$ cat src/rtl/gray_box_blur_stream_defines.svh
// Assertion macros for the gray box blur block.
`ifndef GRAY_BOX_BLUR_STREAM_DEFINES_SVH
`define GRAY_BOX_BLUR_STREAM_DEFINES_SVH

`ifndef ASSERT_OFF
// checked outside reset
`define GBB_ASSERT(lbl, clock, rstn, prop, msg) \
    lbl: assert property (@(posedge clock) disable iff (!rstn) prop) else $error(msg);
// checked in reset as well
`define GBB_ASSERT_ALWAYS(lbl, clock, prop, msg) \
    lbl: assert property (@(posedge clock) prop) else $error(msg);
`else
`define GBB_ASSERT(lbl, clock, rstn, prop, msg)
`define GBB_ASSERT_ALWAYS(lbl, clock, prop, msg)
`endif

`endif

$ cat src/rtl/gbb_pkg.sv
package gbb_pkg;

    localparam int MAX_WIDTH_DEF  = 1024;
    localparam int MAX_KERNEL_DEF = 31;

    localparam int W_REG_W   = 11;
    localparam int H_W       = 16;
    localparam int K_W       = 5;
    localparam int KK_W      = 2 * K_W;
    localparam int CS_W      = 13;
    localparam int FULL_W    = CS_W + 1;
    localparam int WS_W      = 18;
    localparam int GX_W      = 15;
    localparam int RECIP_W   = 13;
    localparam int PROD_W    = GX_W + RECIP_W;
    localparam int GRAY_SHIFT = 19;
    localparam logic [RECIP_W-1:0] GRAY_RECIP = 13'd5243;
    localparam int ROW_OUT_W = 16;
    localparam int COL_OUT_W = 10;

    localparam int CFG_IDX_W  = 2;
    localparam int CFG_DATA_W = 16;

    localparam logic [W_REG_W-1:0] WIDTH_RST  = 11'd640;
    localparam logic [H_W-1:0]     HEIGHT_RST = 16'd480;
    localparam logic [K_W-1:0]     KERNEL_RST = 5'd3;

    typedef enum logic [CFG_IDX_W-1:0] {
        CFG_WIDTH  = 2'd0,
        CFG_HEIGHT = 2'd1,
        CFG_KERNEL = 2'd2
    } cfg_idx_t;

    typedef enum logic [2:0] {
        ST_IDLE,
        ST_MUL,
        ST_UPD,
        ST_DIV,
        ST_OUT
    } state_t;

    typedef struct packed {
        logic [7:0] blue;
        logic [7:0] green;
        logic [7:0] red;
    } pix_in_t;

    typedef struct packed {
        logic [7:0]           blurred;
        logic [ROW_OUT_W-1:0] center_row;
        logic [COL_OUT_W-1:0] center_col;
        logic                 last;
    } pix_out_t;

    typedef struct packed {
        logic busy;
        logic done;
    } div_status_t;

endpackage

$ cat src/rtl/gbb_div.sv
module gbb_div #(
    parameter int N = 18,
    parameter int D = 10
) (
    input  logic                 clk,
    input  logic                 rst_n,
    input  logic                 start,
    input  logic [N-1:0]         dividend,
    input  logic [D-1:0]         divisor,
    output gbb_pkg::div_status_t status,
    output logic [N-1:0]         quotient
);

    localparam int CNT_W = $clog2(N + 1);

    logic [N-1:0]     quo_reg;
    logic [D-1:0]     rem_reg;
    logic [D-1:0]     dsr_reg;
    logic [CNT_W-1:0] cnt_reg;
    logic             busy_reg;
    logic [D:0]       rem_sh;
    logic             fits;
    logic [D:0]       rem_diff;
    logic             done;

    assign rem_sh   = {rem_reg, quo_reg[N-1]};
    assign fits     = rem_sh >= {1'b0, dsr_reg};
    assign rem_diff = rem_sh - {1'b0, dsr_reg};
    assign done     = busy_reg && (cnt_reg == CNT_W'(N - 1));

    always_ff @(posedge clk or negedge rst_n)
    begin
        if (!rst_n)
        begin
            busy_reg <= 1'b0;
            cnt_reg  <= '0;
        end
        else if (start)
        begin
            busy_reg <= 1'b1;
            cnt_reg  <= '0;
        end
        else if (busy_reg)
        begin
            cnt_reg <= cnt_reg + CNT_W'(1);
            if (done)
            begin
                busy_reg <= 1'b0;
            end
        end
    end

    always_ff @(posedge clk)
    begin
        if (start)
        begin
            quo_reg <= dividend;
            rem_reg <= '0;
            dsr_reg <= divisor;
        end
        else if (busy_reg)
        begin
            quo_reg <= {quo_reg[N-2:0], fits};
            rem_reg <= fits ? rem_diff[D-1:0] : rem_sh[D-1:0];
        end
    end

    assign status.busy = busy_reg;
    assign status.done = done;
    assign quotient    = quo_reg;

endmodule

$ cat config.mk
export PLATFORM = sky130hd
export DESIGN_NAME = gbb_div
export DESIGN_NICKNAME = d
export VERILOG_FILES = /design/src/rtl/gray_box_blur_stream_defines.svh /design/src/rtl/gbb_pkg.sv /design/src/rtl/gbb_div.sv
export SDC_FILE = /design/constraint.sdc
export NUM_CORES = 1
export LEC_CHECK = 0
export ABC_CLOCK_PERIOD_IN_PS = 2450
export BUFFER_PORTS_ARGS = -buffer_cell sky130_fd_sc_hd__buf_2
export CAP_MARGIN = 10
export CORE_MARGIN = 2
export CORE_UTILIZATION = 56
export CTS_BUF_LIST = sky130_fd_sc_hd__clkbuf_4
export DETAILED_ROUTE_END_ITERATION = 8
export PLACE_DENSITY = 0.83
export SYNTH_ARGS = -nofsm -noshare
export SYNTH_HDL_FRONTEND = slang
export SYNTH_SLANG_ARGS = --single-unit
$ cat constraint.sdc
create_clock -name clk -period 2.45 [get_ports clk]
set_input_delay 0.49 -clock clk [delete_from_list [all_inputs] [get_ports clk]]
set_output_delay 0.49 -clock clk [all_outputs]
set_load 0.02 [all_outputs]
Word level (Yosys, flattened, before mapping) --
Cells that the tools add are included.
Cells by class: add/subtract/negate cells 2, multiply operators 0, divide/modulo/power cells 0, magnitude comparators 1, equal/unequal tests 1, shift operators 0, multiplexer cells 8, bitwise logic cells 0, reduce and logical (&&, ||, !) cells 2
Operator list (count):
- $mux W18 | 2
- $ge A11 B10 Y1 | 1
- $mux W10 | 1
- $mux W5 | 2
- $sub A10 B10 Y10 | 1
- $add A5 B1 Y5 const B | 1
- $eq A5 B5 Y1 const B | 1
- $mux W1 | 3
- $reduce_bool A2 Y1 | 1
- $logic_and A1 B1 Y1 | 1
Storage, ports and cells: bits in registers 44, latch bits 0, bits in writable memories 0, ROM bits 0, input port bits 31, output and inout port bits 20, memories 0

Longest topological paths before layout --
Gate-level depths: netlist of run 1.
word-level depth 5, gate-level depth with buffers 9

Worst setup path before layout of run 1 --
Ideal clock, no wire load.
kind reg-to-reg, start register quo_reg[17] (netlist: quotient[17]), end register rem_reg[8], setup time 138 ps, arrival 1973 ps, required time 2312 ps, path slack 339 ps, cell stages (with the launch flop) 10, buffers on the path 0, cell sequence edfxtp_1 -> inv_1 -> ha_1 -> inv_1 -> fa_1 -> a211oi_1 -> or2_1 -> a311o_1 -> xor2_1 -> a31oi_1
Between the ends: cells in the longest elaborated chain, start to end 2, elaborated cells between the ends (all ways) 3
Ends and longest elaborated chain:
- from (decl) | RTL line gbb_div.sv:16 | logic [N-1:0] quo_reg;
- from (signal assigned) | RTL line gbb_div.sv:57 | quo_reg <= dividend;
- from (signal assigned) | RTL line gbb_div.sv:63 | quo_reg <= {quo_reg[N-2:0], fits};
- $sub A10 B10 Y10 / $ge A11 B10 Y1 (equally long branches) | RTL line gbb_div.sv:28, gbb_div.sv:27
- $mux W10 * | RTL line gbb_div.sv:64 | rem_reg <= fits ? rem_diff[D-1:0] : rem_sh[D-1:0];
- to (signal assigned) | RTL line gbb_div.sv:64
- to (decl) | RTL line gbb_div.sv:17 | logic [D-1:0] rem_reg;
Mark *: on every way between the ends. The rest lies on a longest branch, timed or not. A chain may end at the register's enable or synchronous reset.

Final worst setup path of run 1 --
start register dsr_reg[2], end register quo_reg[0] (netlist: quotient[0]), data pin
Between the ends: cells in the longest elaborated chain, start to end 3
Ends and longest elaborated chain:
- from (decl) | RTL line gbb_div.sv:18 | logic [D-1:0] dsr_reg;
- from (signal assigned) | RTL line gbb_div.sv:59 | dsr_reg <= divisor;
- $ge A11 B10 Y1 | RTL line gbb_div.sv:27 | assign fits = rem_sh >= {1'b0, dsr_reg};
- $mux W18 | RTL line gbb_div.sv:61 | else if (busy_reg)
- $mux W18 | RTL line gbb_div.sv:55 | if (start)
No other way between the ends. The select of a mux whose other input is x is not followed.

==> flow_metrics.env, run 1 <==
export IMPL_status="finished, final reports clean"
export IMPL_final_nets=312
export IMPL_hpwl_um=3708
export IMPL_largest_register_ff_count=18
export IMPL_ys_ff_latch=44
export IMPL_grt_overflow=0
export IMPL_numCtsBuffers=5
export IMPL_min_period_over_period=0.9380
export IMPL_drive_gt1_frac=0.3532
export IMPL_fmax_mhz=435.1
export IMPL_hold_path_cell_count=1
export IMPL_grt_setup_unrepaired="no"
export IMPL_area_delta_synth_final_pct=16.85
export IMPL_wl_met3_um=321
export IMPL_synth_nets=255
export IMPL_port_buffers=50
export IMPL_hold_class="input pin to flip-flop"
export IMPL_dieWidth_um=69.14
export IMPL_slew_violations=0
export IMPL_hold_viol=0
export IMPL_async_flop_share=0.1364
export IMPL_crit_path_end_kind="flip-flop"
export IMPL_reg2reg_slack_ns=0.15
export IMPL_routedWlPerCell_um=15.62
export IMPL_synthDistinctLibCells=49
export IMPL_wl_met2_um=2442
export IMPL_grt_pass1_wl_um=8121
export IMPL_synth_top_cell_area_share=0.3539
export IMPL_cp_cell_sequence="inv_1 -> ha_1 -> a21oi_2 -> a21oi_2 -> o31ai_1 -> buf_4 -> nand2_1 -> mux2_2"
export IMPL_worstSetupPathType="flip-flop to flip-flop"
export IMPL_maxCapViolCount=0
export IMPL_switching_share=0.3767
export IMPL_maxUsedRoutingLayer="met4"
export IMPL_drt_met1_wl_um=2143
export IMPL_cpMaxStageDelayCell="ha_1"
export IMPL_fin_crit_ns=2.298
export IMPL_grt_pass1_vias=1811
export IMPL_cts_max_level=2
export IMPL_ir_drop_mv=0.4971
export IMPL_critPathMaxStageDelay_ns=0.36
export IMPL_ys_seq_area_frac=0.5013
export IMPL_combPwrFrac=0.440
export IMPL_cts_setup_buffers=0
export IMPL_syn_inst=211
export IMPL_syn_area_um2=2376
export IMPL_totalNegativeSetupSlack_ns=0
export IMPL_die_area_um2=4780
export IMPL_grt_max_degree=19
export IMPL_power_density_nw_per_um2=891.3
export IMPL_cp_common_cell="a21oi_2"
export IMPL_gp_congestion=0.8858
export IMPL_worst_pin_slew_ns=0.4240
export IMPL_setup_viol=0
export IMPL_dr_pass1_iters=4
export IMPL_grt_usage=0.2135
export IMPL_cts_buffer_depth=2
export IMPL_timing_hold_ws_ns=0.2876
export IMPL_cts_root_buf="clkbuf_4"
export IMPL_relSlewSlack=0.7135
export IMPL_row_count=23
export IMPL_cp_max_fo=9
export IMPL_path_clk_slew_ns=0.14
export IMPL_p_clk_frac=0.143
export IMPL_yosys_area_top_type="edfxtp_1"
export IMPL_initial_core_util=0.5898
export IMPL_ys_warnings_count=0
export IMPL_fin_skew_ns=0.02180
export IMPL_routed_wirelength_um=4984
export IMPL_syn_area_per_cell_um2=11.26
export IMPL_ys_flop_type="edfxtp_1"
export IMPL_drt_drc_violations_left=0
export IMPL_fin_cells=319
export IMPL_cp_start_kind="flip-flop"
export IMPL_power_leakage_nw=1.234
export IMPL_synthTopCellsByArea="edfxtp_1 35%, mux2_2 8.5%, dfxtp_1 8.4%, dfrtp_1 6.3%, ha_1 6.3%"
export IMPL_io_pin_count=51
export IMPL_vias_per_cell=5.674
export IMPL_dp_cells=310
export IMPL_p_seq_frac=0.417
export IMPL_core_area_um2=4029
export IMPL_dieHeight_um=69.14
export IMPL_clock_latency_ns=0.36
export IMPL_vias=1810
export IMPL_ant_nets=0
export IMPL_p_int_mw=1.542
export IMPL_antenna_found_initial=0
export IMPL_synth_edf_count=28
export IMPL_reg2reg_depth=8
export IMPL_cts_tree="yes"
export IMPL_cts_sinks=44
export IMPL_drtIter0Drc=99
export IMPL_antenna_cells=0
export IMPL_crit_arrival_ns=2.41
export IMPL_crit_required_ns=2.57
export IMPL_p_sw_mw=0.9321
kinds of logic (layout without fill, tap and decap cells):
logic type                 Yosys count  in the layout  share of synthesized area
buffers and inverters               27             85                    0.04845
AOI/OAI and AO/OA                   47             47                     0.1501
adders and majority gates           13             13                    0.07162
DFF                                 44             44                     0.5013
muxes                               18             18                    0.08531
xor gates and xnor gates             8              8                    0.02949
and+or+nand+nor                     54             54                     0.1138
cell type report:
cell class                 count  area (µm²)
sequential                    44        1191
clock buffer                   7       52.55
tap                           50       62.56
clock inverter                 1       3.754
timing repair buffer          60       327.8
fill                         302        1252
multi-input combinational    140        1075
inverter                      17       63.81
power groups by stage:
stage / Combinational, mW / Clock (mW) / Sequential [mW]
final: 1.09 / 0.355 / 1.03
after global placement: 1.03 / 0 / 1.04
after detailed placement: 1.06 / 0 / 1.04
after floorplan: 0.739 / 0 / 1.07
after global routing: 1.19 / 0.386 / 1.05
after CTS: 1.07 / 0.363 / 1.03
cell usage in the layout, fill, tap and decap left out, drive strengths merged, types with 6 or more instances in the layout:
cell type	count
buf	59
edfxtp	28
mux2	18
inv	17
nor2	17
ha	12
nand2	11
dfxtp	10
o21ai	10
nand3	7
clkbuf	7
a21oi	7
xor2	6
a311oi	6
dfrtp	6
metal layers:
metal | up-vias | GRT usage
met5 | - | 0
met4 | 0 | 0.07625
met3 | 7 | 0.05994
met2 | 61 | 0.3536
met1 | 848 | 0.2679
li1 | 894 | -
Yosys cell counts, types with 3 or more instances:
master / n
a211oi_1: 3
a21oi_1: 3
a21oi_2: 4
a311oi_1: 6
a31oi_1: 3
and3_1: 3
buf_4: 3
clkbuf_1: 3
dfrtp_1: 6
dfxtp_1: 10
edfxtp_1: 28
ha_1: 12
inv_1: 17
mux2_2: 18
nand2_1: 11
nand3_1: 7
nand4_1: 3
nor2_1: 17
o211ai_1: 3
o21ai_0: 9
o31ai_1: 3
xor2_1: 6
timing repair:
action	4_1_cts	5_1_grt
gates resized for setup	0	1
hold endpoints to repair	6	0
hold buffers	1	0
setup endpoints to repair	0	3
critical path, delay by kind of cell, from the launching register on:
kind                     cells  cell delay, ns
multiplexers                 1            0.27
AND/OR/NAND/NOR              1            0.09
adder cells (fa/ha/maj)      1            0.36
flip-flops                   1            0.35
AO/OA/AOI/OAI                3            0.69
buffers and inverters        2            0.28
stage by stage:
stage | power (mW) | cell area, µm² | worst slack [ns] | util
after floorplan | 1.806 | 2376 | 0.3388 | -
after global placement | 2.072 | 2705 | 0.1428 | 0.6714
after detailed placement | 2.108 | 2705 | 0.1654 | 0.6714
after CTS | 2.459 | 2771 | 0.1256 | 0.6879
after global routing | 2.622 | 2776 | 0.03268 | 0.6891
final | 2.475 | 2776 | 0.1519 | 0.6891
path summary, 6_finish.rpt:
path / endpoint / start
setup / recovery: quotient[0] / dsr_reg[2]
hold / removal: dsr_reg[6] / divisor[6]
setup reg to reg: quotient[0] / dsr_reg[2]
hold reg to reg: rem_reg[3] / rem_reg[3]
max in group asynchronous: cnt_reg[2] / rst_n
min in group asynchronous: cnt_reg[0] / rst_n
Power figures use the tool's default switching activity.
==> run 2: changes to the inputs <==
--- a/config.mk
+++ b/config.mk
@@ -13,6 +13,7 @@
 export CTS_BUF_LIST = sky130_fd_sc_hd__clkbuf_4
 export DETAILED_ROUTE_END_ITERATION = 8
 export PLACE_DENSITY = 0.83
+export SETUP_SLACK_MARGIN = 0.3
 export SYNTH_ARGS = -nofsm -noshare
 export SYNTH_HDL_FRONTEND = slang
 export SYNTH_SLANG_ARGS = --single-unit
==> run 2 against run 1 <==
Effect of this change: wire length up 4.2%; global-route usage is 0.37 points higher; final cell count grew 2.5%; utilization is 4.1 points higher; design area rose by 6.0%; non-clock buffer count grew 8; total power up 8.4%; setup slack improved by 0.18 ns; clock power about the same; register-to-register slack improved by 0.18 ns; critical path depth shrank 2; via count up 4.5%; critical path type unchanged; critical endpoint is now rem_reg[2]; largest cell class unchanged.
==> flow_metrics.env, run 2 (synthesis results as in run 1) <==
export IMPL_hpwl_um=3708
export IMPL_area_delta_synth_final_pct=23.85
export IMPL_relSlewSlack=0.7269
export IMPL_critPathMaxStageDelay_ns=0.53
export IMPL_drtIter0Drc=143
export IMPL_fmax_mhz=473.1
export IMPL_cpLargestDelayFamily="compound AO/OA/AOI/OAI gates"
export IMPL_fin_skew_ns=0.01762
export IMPL_gp_congestion=0.8858
export IMPL_antenna_cells=0
export IMPL_vias=1891
export IMPL_final_nets=320
export IMPL_clock_latency_ns=0.36
export IMPL_ant_nets=0
export IMPL_routed_wirelength_um=5193
export IMPL_grt_usage=0.2173
export IMPL_p_int_mw=1.671
export IMPL_min_delay_worst_endpoint="dsr_reg[6]"
export IMPL_combPwrFrac=0.480
export IMPL_fin_crit_ns=2.114
export IMPL_hold_viol=0
export IMPL_final_common_cell="buf_2"
export IMPL_crit_buf_inv=1
export IMPL_fillCellCount=279
export IMPL_cts_tree="yes"
export IMPL_fin_area_um2=2943
export IMPL_status="finished, final reports clean"
export IMPL_ir_drop_mv=0.4953
export IMPL_cts_buffer_depth=2
export IMPL_drt_drc_violations_left=0
export IMPL_cp_start_kind="flip-flop"
export IMPL_largest_register_ff_count=18
export IMPL_die_area_um2=4780
export IMPL_p_sw_mw=1.011
export IMPL_core_area_um2=4029
export IMPL_grt_max_degree=19
export IMPL_totalNegativeSetupSlack_ns=0
export IMPL_cpMaxStageDelayCell="or4_1"
export IMPL_numCtsBuffers=5
export IMPL_crit_required_ns=2.73
export IMPL_setup_viol=0
export IMPL_power_leakage_nw=1.274
export IMPL_grt_pass1_wl_um=8286
export IMPL_reg2reg_slack_ns=0.34
export IMPL_path_clk_slew_ns=0.13
export IMPL_dr_pass1_iters=4
export IMPL_hold_path_cell_count=1
export IMPL_dieHeight_um=69.14
export IMPL_min_period_over_period=0.8628
export IMPL_initial_core_util=0.5898
export IMPL_holdCritStartpoint="divisor[6]"
export IMPL_cp_cell_sequence="inv_1 -> ha_1 -> a21o_1 -> o31a_1 -> or4_1 -> o311ai_1"
export IMPL_cp_max_fo=7
export IMPL_final_cell_mix="50 x buf_2, 28 x edfxtp_1, 18 x mux2_2, 17 x buf_4"
export IMPL_worstSetupPathType="flip-flop to flip-flop"
export IMPL_r2r_start="dsr_reg[4]"
export IMPL_cts_max_level=2
export IMPL_p_seq_frac=0.389
export IMPL_crit_arrival_ns=2.39
export IMPL_p_clk_frac=0.131
export IMPL_power_density_nw_per_um2=911.3
export IMPL_reg2reg_depth=6
export IMPL_maxCapViolCount=0
export IMPL_dieWidth_um=69.14
export IMPL_antenna_found_initial=0
export IMPL_port_buffers=50
export IMPL_timing_rr_end="rem_reg[2]"
export IMPL_worst_pin_slew_ns=0.4096
export IMPL_slew_violations=0
export IMPL_cts_sinks=44
export IMPL_crit_path_end_kind="flip-flop"
export IMPL_routedWlPerCell_um=15.88
export IMPL_row_count=23
export IMPL_vias_per_cell=5.783
export IMPL_grt_overflow=0
export IMPL_hold_class="input pin to flip-flop"
export IMPL_drive_gt1_frac=0.4043
export IMPL_grt_setup_unrepaired="yes"
export IMPL_cts_root_buf="clkbuf_4"
export IMPL_grt_pass1_vias=1830
export IMPL_place_area_um2=2705
export IMPL_io_pin_count=51
export IMPL_switching_share=0.3769
==> run 2: cell types whose count changed in the layout (fill, tap and decap cells not counted), sizes merged <==
cell and delta:
buf +8
==> run 2: area by class of cell <==
type                       count  area, µm²  share of cell area
multi-input combinational    140       1181              0.4014
clock buffer                   7      52.55             0.01786
inverter                      17      63.81             0.02168
sequential                    44       1191              0.4048
clock inverter                 1      3.754            0.001276
tap                           50      62.56             0.02126
timing repair buffer          68      387.9              0.1318
==> run 2: worst max-delay path by stage <==
| stage | start | endpoint | slack [ns] | depth (start not counted) |
|---|---|---|---|---|
| 6_report | dsr_reg[4] | rem_reg[2] | 0.34 | 6 |
| 3_5_place_dp | rem_reg[5] | quotient[0] | 0.17 | 6 |
| 4_1_cts | dsr_reg[2] | quotient[0] | 0.30 | 8 |
| 3_3_place_gp | rem_reg[5] | quotient[0] | 0.14 | 6 |
| 5_1_grt | quotient[17] | rem_reg[6] | 0.29 | 9 |
| 2_1_floorplan | quotient[17] | rem_reg[8] | 0.34 | 9 |
==> run 2: power by group through the flow <==
stage               sequential [mW]  clock (mW)  combinational (mW)
global placement               1.04           0                1.03
finish                         1.04       0.352                1.29
floorplan                      1.07           0               0.739
CTS                            1.03       0.363                1.10
detailed placement             1.04           0                1.06
global route                   1.06       0.385                1.39
==> run 2: timing repair <==
action | CTS | global route
buffers inserted | 2 | 6
hold endpoints to repair | 6 | 0
endpoints found under the setup margin | 10 | 12
resized for setup | 6 | 13
pin swaps | 1 | 8
hold buffers | 1 | 0
==> run 2: per-layer routing <==
metal | up-vias | routed length [µm] | track usage
met5 | - | 0 | 0
met4 | 0 | 50 | 0.08061
met3 | 4 | 362 | 0.06140
met2 | 70 | 2609 | 0.3568
met1 | 907 | 2171 | 0.2737
li1 | 910 | - | -
==> run 2: through the flow <==
stage | total power [mW] | hold WS, ns | utilization | setup WS, ns | cells
finish | 2.682 | 0.2932 | 0.7304 | 0.3362 | 327
global route | 2.837 | 0.2733 | 0.7304 | 0.2855 | 327
CTS | 2.492 | 0.2770 | 0.6988 | 0.3017 | 321
detailed placement | 2.108 | 0.3213 | 0.6714 | 0.1654 | 310
global placement | 2.072 | 0.3218 | 0.6714 | 0.1428 | 310
floorplan | 1.806 | 0.1944 | - | 0.3388 | 211
